[src/bpvh_pkg.sv]
// Shared types and constants of the B-spline partial-volume histogram block.
package bpvh_pkg;

  // Field widths.
  localparam int unsigned FRAC_W   = 16;
  localparam int unsigned TAP_W    = 16;
  localparam int unsigned WEIGHT_W = 18;
  localparam int unsigned ACC_W    = 48;
  localparam int unsigned BIN_W    = 5;
  localparam int unsigned NC_W     = 6;
  localparam int unsigned IDX_W    = 14;

  // Item modes.
  localparam logic [1:0] MODE_ACC   = 2'd0;
  localparam logic [1:0] MODE_READ  = 2'd1;
  localparam logic [1:0] MODE_CLEAR = 2'd2;

  // Configuration register indexes.
  localparam logic [1:0] REG_DEGREE = 2'd0;
  localparam logic [1:0] REG_BINS   = 2'd1;

  // Half of one in Q0.16.
  localparam logic [FRAC_W-1:0] HALF_Q16 = 16'd32768;

  // Request that starts one round of tap computation.
  typedef struct packed {
    logic              start;
    logic              cubic;
    logic [FRAC_W-1:0] ref_frac;
    logic [FRAC_W-1:0] cur_frac;
  } tap_req_t;

endpackage

[src/bpvh_tap_unit.sv]
// Pipelined unit that computes the four row and four column B-spline taps.
module bpvh_tap_unit (
  input  logic                             clk_i,
  input  logic                             rst_ni,
  input  bpvh_pkg::tap_req_t               req_i,
  input  logic [1:0]                       r_sel_i,
  input  logic [1:0]                       c_sel_i,
  output logic                             done_o,
  output logic [bpvh_pkg::TAP_W-1:0]       row_tap_o,
  output logic [bpvh_pkg::TAP_W-1:0]       col_tap_o
);

  typedef enum logic [2:0] {
    K_ZERO,
    K_QCTR,
    K_QSIDE,
    K_CEND,
    K_CMID
  } kind_e;

  logic                           cubic_q;
  logic [bpvh_pkg::FRAC_W-1:0]    rfrac_q;
  logic [bpvh_pkg::FRAC_W-1:0]    cfrac_q;
  logic                           issue_q;
  logic [2:0]                     k_q;

  // Stage 0: select the base value of the tap.
  logic [bpvh_pkg::FRAC_W-1:0]    f;
  logic [1:0]                     j;
  logic                           shift;
  logic signed [17:0]             er;
  logic signed [18:0]             er_x;
  logic signed [18:0]             d;
  logic [17:0]                    a;
  logic [16:0]                    u;
  logic [16:0]                    v;
  logic [16:0]                    x0;
  kind_e                          kind0;

  always_comb begin
    f     = k_q[2] ? cfrac_q : rfrac_q;
    j     = k_q[1:0];
    shift = f > bpvh_pkg::HALF_Q16;
    er    = shift ? ($signed({2'b00, f}) - 18'sd65536) : $signed({2'b00, f});
    er_x  = {er[17], er};
    unique case (j)
      2'd0:    d = -19'sd65536 - er_x;
      2'd1:    d = -er_x;
      default: d = 19'sd65536 - er_x;
    endcase
    a = d[18] ? 18'(-d) : 18'(d);
    u = {1'b0, f};
    v = 17'd65536 - u;
    x0    = '0;
    kind0 = K_ZERO;
    if (cubic_q) begin
      unique case (j)
        2'd0:    begin x0 = v; kind0 = K_CEND; end
        2'd1:    begin x0 = u; kind0 = K_CMID; end
        2'd2:    begin x0 = v; kind0 = K_CMID; end
        default: begin x0 = u; kind0 = K_CEND; end
      endcase
    end else if (j != 2'd3) begin
      if (a < 18'd32768) begin
        x0    = a[16:0];
        kind0 = K_QCTR;
      end else if (a < 18'd98304) begin
        x0    = 17'(18'd98304 - a);
        kind0 = K_QSIDE;
      end
    end
  end

  // Pipeline registers: a holds the base, b the square, c the cube.
  logic        a_v_q, b_v_q, c_v_q, d_v_q, e_v_q;
  logic [2:0]  a_k_q, b_k_q, c_k_q, d_k_q, e_k_q;
  kind_e       a_kind_q, b_kind_q, c_kind_q;
  logic [16:0] a_x_q, b_x_q;
  logic [33:0] b_sq_q, c_sq_q;
  logic [50:0] c_cube_q;
  logic        d_quad_q, e_quad_q;
  logic [bpvh_pkg::TAP_W-1:0] d_qtap_q, e_qtap_q;
  logic [17:0] d_y_q, e_y_q;
  logic [16:0] e_q0_q;

  // Stage d: finish quadratic taps, form the cubic numerator over 2^33.
  logic [33:0] ctr_sum;
  logic [33:0] side_sum;
  logic [51:0] num;
  logic [bpvh_pkg::TAP_W-1:0] qtap_d;
  logic        quad_d;

  always_comb begin
    ctr_sum  = 34'd3221225472 - c_sq_q + 34'd32768;
    side_sum = c_sq_q + 34'd65536;
    if (c_kind_q == K_CMID) begin
      num = 52'({c_cube_q, 1'b0}) + 52'(c_cube_q) + (52'd1 << 50) + 52'h3_0000_0000
            - 52'({c_sq_q, 17'b0}) - 52'({c_sq_q, 18'b0});
    end else begin
      num = 52'(c_cube_q) + 52'h3_0000_0000;
    end
    quad_d = 1'b1;
    unique case (c_kind_q)
      K_QCTR:  qtap_d = ctr_sum[31:16];
      K_QSIDE: qtap_d = side_sum[32:17];
      K_CEND, K_CMID: begin
        qtap_d = '0;
        quad_d = 1'b0;
      end
      default: qtap_d = '0;
    endcase
  end

  // Stage e result: divide by three with one correction step.
  logic [33:0] recip_prod;
  logic [18:0] three_q;
  logic [18:0] rem;
  logic [16:0] q;
  logic [bpvh_pkg::TAP_W-1:0] tap_fin;

  always_comb begin
    recip_prod = 34'(d_y_q) * 34'd43690;
    three_q    = {2'b00, e_q0_q} + {1'b0, e_q0_q, 1'b0};
    rem        = {1'b0, e_y_q} - three_q;
    q          = (rem >= 19'd3) ? (e_q0_q + 17'd1) : e_q0_q;
    tap_fin    = e_quad_q ? e_qtap_q : q[bpvh_pkg::TAP_W-1:0];
  end

  logic [bpvh_pkg::TAP_W-1:0] rtap_q [4];
  logic [bpvh_pkg::TAP_W-1:0] ctap_q [4];

  // Issue sequencer and valid chain.
  always_ff @(posedge clk_i or negedge rst_ni) begin
    if (!rst_ni) begin
      issue_q <= 1'b0;
      k_q     <= '0;
      cubic_q <= 1'b0;
      a_v_q   <= 1'b0;
      b_v_q   <= 1'b0;
      c_v_q   <= 1'b0;
      d_v_q   <= 1'b0;
      e_v_q   <= 1'b0;
    end else begin
      if (req_i.start) begin
        issue_q <= 1'b1;
        k_q     <= '0;
        cubic_q <= req_i.cubic;
      end else if (issue_q) begin
        k_q <= k_q + 3'd1;
        if (k_q == 3'd7) begin
          issue_q <= 1'b0;
        end
      end
      a_v_q <= issue_q;
      b_v_q <= a_v_q;
      c_v_q <= b_v_q;
      d_v_q <= c_v_q;
      e_v_q <= d_v_q;
    end
  end

  // Datapath registers of the tap pipeline.
  always_ff @(posedge clk_i) begin
    if (req_i.start) begin
      rfrac_q <= req_i.ref_frac;
      cfrac_q <= req_i.cur_frac;
    end
    a_k_q    <= k_q;
    a_kind_q <= kind0;
    a_x_q    <= x0;
    b_k_q    <= a_k_q;
    b_kind_q <= a_kind_q;
    b_x_q    <= a_x_q;
    b_sq_q   <= 34'(a_x_q) * 34'(a_x_q);
    c_k_q    <= b_k_q;
    c_kind_q <= b_kind_q;
    c_sq_q   <= b_sq_q;
    c_cube_q <= 51'(b_sq_q) * 51'(b_x_q);
    d_k_q    <= c_k_q;
    d_quad_q <= quad_d;
    d_qtap_q <= qtap_d;
    d_y_q    <= num[50:33];
    e_k_q    <= d_k_q;
    e_quad_q <= d_quad_q;
    e_qtap_q <= d_qtap_q;
    e_y_q    <= d_y_q;
    e_q0_q   <= recip_prod[33:17];
    if (e_v_q) begin
      if (e_k_q[2]) begin
        ctap_q[e_k_q[1:0]] <= tap_fin;
      end else begin
        rtap_q[e_k_q[1:0]] <= tap_fin;
      end
    end
  end

  assign done_o    = e_v_q && (e_k_q == 3'd7);
  assign row_tap_o = rtap_q[r_sel_i];
  assign col_tap_o = ctap_q[c_sel_i];

endmodule

[config.mk]
export PLATFORM = sky130hd
export DESIGN_NAME = bpvh_tap_unit
export DESIGN_NICKNAME = d
export VERILOG_FILES = /design/src/bpvh_pkg.sv /design/src/bpvh_tap_unit.sv
export SDC_FILE = /design/constraint.sdc
export NUM_CORES = 2
export LEC_CHECK = 0
export ABC_CLOCK_PERIOD_IN_PS = 7500
export BUFFER_PORTS_ARGS = -buffer_cell sky130_fd_sc_hd__buf_2
export CORE_ASPECT_RATIO = 0.75
export CORE_MARGIN = 5
export CORE_UTILIZATION = 60
export CTS_CLUSTER_DIAMETER = 40
export DETAILED_ROUTE_END_ITERATION = 6
export PLACE_DENSITY = 0.76
export SLEW_MARGIN = 25
export SYNTH_ARGS = -nofsm -noshare
export SYNTH_HDL_FRONTEND = slang
export SYNTH_SLANG_ARGS = --single-unit
[constraint.sdc]
create_clock -name clk_i -period 7.5 [get_ports clk_i]
set_input_delay 1.125 -clock clk_i [delete_from_list [all_inputs] [get_ports clk_i]]
set_output_delay 1.125 -clock clk_i [all_outputs]
set_load 0.01 [all_outputs]
=== After elaboration in Yosys (flattened, before gate mapping) ===
Memory sizes are Yosys's and may differ from the RTL's.
Index checks and enable logic that the tools add are counted.
Widths: inputs -> output; s select.

* Memories kept: 2
* Input bits: 40
* Register bits: 306
* Bits in writable memories: 128
* Word-level logic and storage cells: 104
* Output and inout port bits: 33
* Bits in latches: 0
* Memory bits (read-only): 0

{| class="wikitable"
|+ Memories
! name !! depth !! bits a word !! read ports !! clocked after memory_dff !! wr ports !! RTL line !! source
|-
| ctap_q || 4 || 16 || 1 || 0 || 1 || bpvh_tap_unit.sv:130 || <nowiki>logic [bpvh_pkg::TAP_W-1:0] ctap_q [4];</nowiki>
|-
| rtap_q || 4 || 16 || 1 || 0 || 1 || bpvh_tap_unit.sv:129 || <nowiki>logic [bpvh_pkg::TAP_W-1:0] rtap_q [4];</nowiki>
|}

* Eq/ne operators: 9
* Add/subtract/negate cells: 20
* $lt $le $gt $ge: 4
* Bitwise gates (word level): 0
* Multiplexer cells: 30
* Shift operators: 0
* Reductions and logical operators: 6
* Div/mod/pow operators: 0
* Multipliers: 3

{| class="wikitable"
|+ Operators by type and width
! cell !! number
|-
| $add 51x34->51 const B || 2
|-
| $sub 51x51->51 || 2
|-
| $mux 17 || 5
|-
| $add 51x51->51 || 1
|-
| $add 51x51->51 const B || 1
|-
| $mul 34x17->51 || 1
|-
| $mux 51 || 1
|-
| $mux 16 || 3
|-
| $pmux 19 s2 || 1
|-
| $mux 18 || 2
|-
| $mul 17x17->34 || 1
|-
| $add 33x17->33 const B || 1
|-
| $mul 18x15->33 const B || 1
|-
| $add 32x16->32 const B || 1
|-
| $pmux 16 s2 || 1
|-
| $sub 32x32->32 const A || 1
|-
| $add 17x18->19 || 1
|-
| $ge 19x2->1 const B || 1
|-
| $neg 18->19 || 1
|-
| $sub 17x18->19 const A || 1
|-
| $sub 18x18->19 const A || 1
|-
| $sub 18x19->19 || 1
|-
| $lt 18x16->1 const B || 1
|-
| $lt 18x17->1 const B || 1
|-
| 20 further kinds || 39
|}

=== Depth between registers and ports, before layout ===
* Word-level depth: 12
* Mapped depth: 27
* Gate-level depth less buffers: 25

=== Least setup slack after synthesis ===
No wires, ideal clock.

* Kind: reg-to-reg
* Start point: reg b_sq_q[16]
* End point: reg c_cube_q[49]
* Data arrival time: 6.429 ns
* Cell stages (with the launch flop): 24
* Setup time: 0.136 ns
* Buffers on the path: 1
* Setup slack: 0.935 ns
* Path through: dfxtp_1 > clkbuf_1 > nand2_1 > fa_1 > inv_1 > fa_1 > fa_1 > fa_1 > fa_1 > inv_1 > fa_1 > inv_1 > ha_1 > and3_1 > and2_1 > and3_1 > and3_1 > o31ai_1 > a21oi_1 > nor2_1 > o31ai_1 > a21oi_1 > o41ai_1 > xor2_1

* Cells in the longest elaborated chain, start to end: 1

{| class="wikitable"
|+ RTL lines
! element !! RTL line !! source
|-
| start: declaration || bpvh_tap_unit.sv:79 || <nowiki>logic [33:0] b_sq_q, c_sq_q;</nowiki>
|-
| start signal: assignment || bpvh_tap_unit.sv:174 || <nowiki>b_sq_q <= 34'(a_x_q) * 34'(a_x_q);</nowiki>
|-
| $mul 34x17->51 || bpvh_tap_unit.sv:178 || <nowiki>c_cube_q <= 51'(b_sq_q) * 51'(b_x_q);</nowiki>
|-
| end signal: assignment || bpvh_tap_unit.sv:178 ||
|-
| end: declaration || bpvh_tap_unit.sv:80 || <nowiki>logic [50:0] c_cube_q;</nowiki>
|}

Every way passes these cells.
A chain may end at the register's enable or synchronous reset.

=== Worst setup path in the final report ===
* Start point: reg b_sq_q[7]
* End point: reg c_cube_q[45]

The elaborated chain is that of the path after synthesis.

==> impl_metrics.env <==
export IMPL_finalMaxSlewViolations=0
export IMPL_io_pin_count=73
export IMPL_finalSetupTns_ns=0
export IMPL_dr_pass1_iters=6
export IMPL_synth_area_um2=51120
export IMPL_max_freq_mhz=140.6
export IMPL_cts_max_path_buffers=3
export IMPL_clock_sinks=430
export IMPL_fin_nets=6638
export IMPL_drive_gt1_share_pct=7.124
export IMPL_post_drt_via_cell_ratio=5.520
export IMPL_drtAntennaViolNets=0
export IMPL_die_x_um=347.1
export IMPL_rsz0062_at_grt="false"
export IMPL_finalClockSkew_ns=0.03286
export IMPL_hold_path_cell_count=0
export IMPL_synthArstFlopShare_pct=2.326
export IMPL_finalWirelength_um=115400
export IMPL_grt_pass1_vias=37319
export IMPL_portBuffers=72
export IMPL_syn_inst=5130
export IMPL_status="completed"
export IMPL_hold_viol=0
export IMPL_area_growth_pct=7.683
export IMPL_relSlewSlack_pct=22.87
export IMPL_cp_start_kind="flip-flop"
export IMPL_max_cap_violations=0
export IMPL_die_y_um=262.8
export IMPL_synth_area_per_cell_um2=9.965
export IMPL_first_iter_violations=2722
export IMPL_grt_max_degree=39
export IMPL_reg2reg_slack_ns=0.39
export IMPL_overflow=0
export IMPL_crit_path_end_kind="flip-flop"
export IMPL_antenna_found_initial=2
export IMPL_layout_min_cycle_time_ns=7.112
export IMPL_drc=0
export IMPL_wl_per_cell_um=18.05
export IMPL_yosys_warnings=0
export IMPL_start_util_pct=60.67
export IMPL_cts_buffers=58
export IMPL_tightest_slew_ns=1.145
export IMPL_grt_pass1_wl_um=194400
export IMPL_synth_edf_count=160
export IMPL_cp_max_fo=12
export IMPL_rows=92
export IMPL_routabilityCongestion=0.9418
export IMPL_critPathArrivalTime_ns=7.61
export IMPL_root_buffer="clkbuf_16"
export IMPL_core_area_um2=84260
export IMPL_cts_setup_buffers=0
export IMPL_grt_usage_pct=26.14
export IMPL_setup_violations=0
export IMPL_clk_pin_slew_ns=0.06
export IMPL_critPathKind="flip-flop to flip-flop"
export IMPL_nFillCells=6633
export IMPL_required_ns=8.00
export IMPL_fin_crit_sh_pct=94.83
export IMPL_post_dp_hpwl_um=94420
export IMPL_die_area_um2=91200
export IMPL_ctsHtreeMaxLevel=2
export IMPL_clkLatencyLatePin_ns=0.63
export IMPL_ff2ff_path_depth=24
export IMPL_cts_tree="done"
export IMPL_num_vias=35286
export IMPL_yosysSeqAreaShare_pct=20.07
export IMPL_hold_path_class="flip-flop to flip-flop"
export IMPL_diodes=0
export IMPL_synth_seq_cells=430
export IMPL_ys_types=94
export IMPL_ys_flop_type="dfxtp_1"
## Yosys cell counts (5+ instances only)
master / n / area share, %
fa_1: 824 / 32
inv_1: 1151 / 8.5
o31ai_1: 12 / 0.18
or2_2: 10 / 0.12
or3_1: 10 / 0.12
nor4_1: 9 / 0.11
nand2b_1: 16 / 0.20
a21o_1: 78 / 1.1
xnor2_1: 178 / 3.0
nand4_1: 24 / 0.29
and3_1: 24 / 0.29
o21a_1: 28 / 0.41
mux4_2: 32 / 1.4
dfxtp_1: 260 / 10
a211oi_1: 22 / 0.32
o2111ai_1: 5 / 0.086
nand2_1: 555 / 4.1
clkbuf_1: 141 / 1.0
a21oi_1: 108 / 1.1
xor2_1: 55 / 0.94
o22ai_1: 35 / 0.43
dfrtp_1: 10 / 0.49
ha_1: 559 / 14
a2111oi_0: 8 / 0.14
o21bai_1: 13 / 0.19
edfxtp_1: 160 / 9.4
nor3_1: 46 / 0.45
mux2_2: 7 / 0.15
nand3_1: 46 / 0.45
a221oi_1: 6 / 0.10
o21ai_0: 102 / 1.0
nor2b_1: 23 / 0.28
a31o_2: 9 / 0.15
and4_1: 7 / 0.12
o211ai_1: 8 / 0.12
nor3b_1: 5 / 0.073
nor2_1: 132 / 0.97
and2_1: 271 / 3.3
a31oi_1: 19 / 0.23
mux2i_1: 20 / 0.39
## state kept, by name (all words and copies together) (netlist names), 16 cells and up
name,flops
a_x_q,17
b_sq_q,33
b_x_q,16
c_cube_q,51
c_sq_q,32
cfrac_q,16
ctap_q,64
d_qtap_q,16
d_y_q,18
e_q0_q,17
e_qtap_q,16
e_y_q,18
rfrac_q,16
rtap_q,64
## layout make-up
class | count | area (um^2) | area share [%]
Tap cell | 1128 | 1411 | 2.564
Sequential cell | 430 | 10270 | 18.66
Clock inverter | 38 | 376.6 | 0.6841
Inverter | 1151 | 4320 | 7.848
Clock buffer | 71 | 1604 | 2.914
Timing Repair Buffer | 170 | 1096 | 1.991
Multi-Input combinational cell | 3404 | 35970 | 65.34
## final timing paths
| check | startpoint | end |
|---|---|---|
| max | b_sq_q[7]$_DFF_P_ | c_cube_q[45]$_DFF_P_ |
| max in group asynchronous | rst_ni | k_q[2]$_DFFE_PN0P_ |
| min reg2reg | a_k_q[1]$_DFF_P_ | b_k_q[1]$_DFF_P_ |
| min in group asynchronous | rst_ni | cubic_q$_DFFE_PN0P_ |
| min | a_k_q[1]$_DFF_P_ | b_k_q[1]$_DFF_P_ |
| max reg2reg | b_sq_q[7]$_DFF_P_ | c_cube_q[45]$_DFF_P_ |
## worst max-delay path: stages (launching register included)
cell and delay [ns]:
dfxtp_1 0.70, buf_4 0.25, nand2_1 0.09, fa_1 0.57, inv_1 0.06, fa_1 0.46
fa_1 0.51, fa_1 0.52, fa_1 0.54, inv_1 0.05, fa_1 0.53, inv_1 0.04
ha_1 0.36, a21oi_1 0.18, nor2b_1 0.07, o21ai_0 0.19, nand2b_1 0.18, a221oi_1 0.39
a21oi_1 0.16, nor2_1 0.30, o31ai_1 0.10, buf_4 0.17, a21oi_1 0.25, o21ai_0 0.17
xnor2_1 0.15
## per-layer routing
metal  up-vias  track usage (%)  share of wire [%]
li1      16171                -                  -
met2      1285            40.23                 44
met1     17654            38.78                 45
met3       174            4.830                8.5
met4         2            6.200                2.4
met5         -                0              0.010
## metrics by stage
| stage | hold slack (ns) | instances | worst slack [ns] | util (%) | instance area [um^2] |
|---|---|---|---|---|---|
| floorplan | 0.3096 | 5137 | 0.9350 | - | 51150 |
| global placement | 0.3117 | 6283 | 0.4353 | 62.97 | 53060 |
| detailed placement | 0.3121 | 6283 | 0.2933 | 62.97 | 53060 |
| CTS | 0.3247 | 6392 | 0.2498 | 65.32 | 55040 |
| global route | 0.3215 | 6392 | 0.01208 | 65.33 | 55050 |
| finish | 0.3221 | 6392 | 0.3877 | 65.33 | 55050 |
## cell families (layout without fill, tap and decap cells)
group / after synthesis / in the layout / synth area share, %
flops: 430 / 430 / 20.07
fa+ha+maj: 1383 / 1383 / 45.95
buf+inv: 1303 / 1430 / 9.646
xor+xnor: 235 / 235 / 4.056
compound gates: 512 / 512 / 6.696
mux: 62 / 62 / 2.053
other cells: 2 / 9 / 0.01469
simple gates: 1203 / 1203 / 11.52
## cell usage in the layout, fill, tap and decap left out, types with 72 or more instances in the layout
| master | Yosys | routed |
|---|---|---|
| and2_1 | 271 | 271 |
| ha_1 | 559 | 559 |
| buf_2 | 2 | 72 |
| xnor2_1 | 178 | 178 |
| a21oi_1 | 108 | 108 |
| nor2_1 | 132 | 132 |
| nand2_1 | 555 | 555 |
| edfxtp_1 | 160 | 160 |
| fa_1 | 824 | 824 |
| o21ai_0 | 102 | 102 |
| inv_1 | 1151 | 1151 |
| a21o_1 | 78 | 78 |
| buf_4 | 1 | 98 |
| dfxtp_1 | 260 | 250 |
## what timing repair did
item | 4_1_cts | 5_1_grt
setup endpoints to repair | 0 | 9
hold buffers | 0 | 0
gates resized for setup | 0 | 10
Power is left out: the tool's default activity adds up to more than one toggle a clock period on the data nets, which glitch-free logic cannot reach.
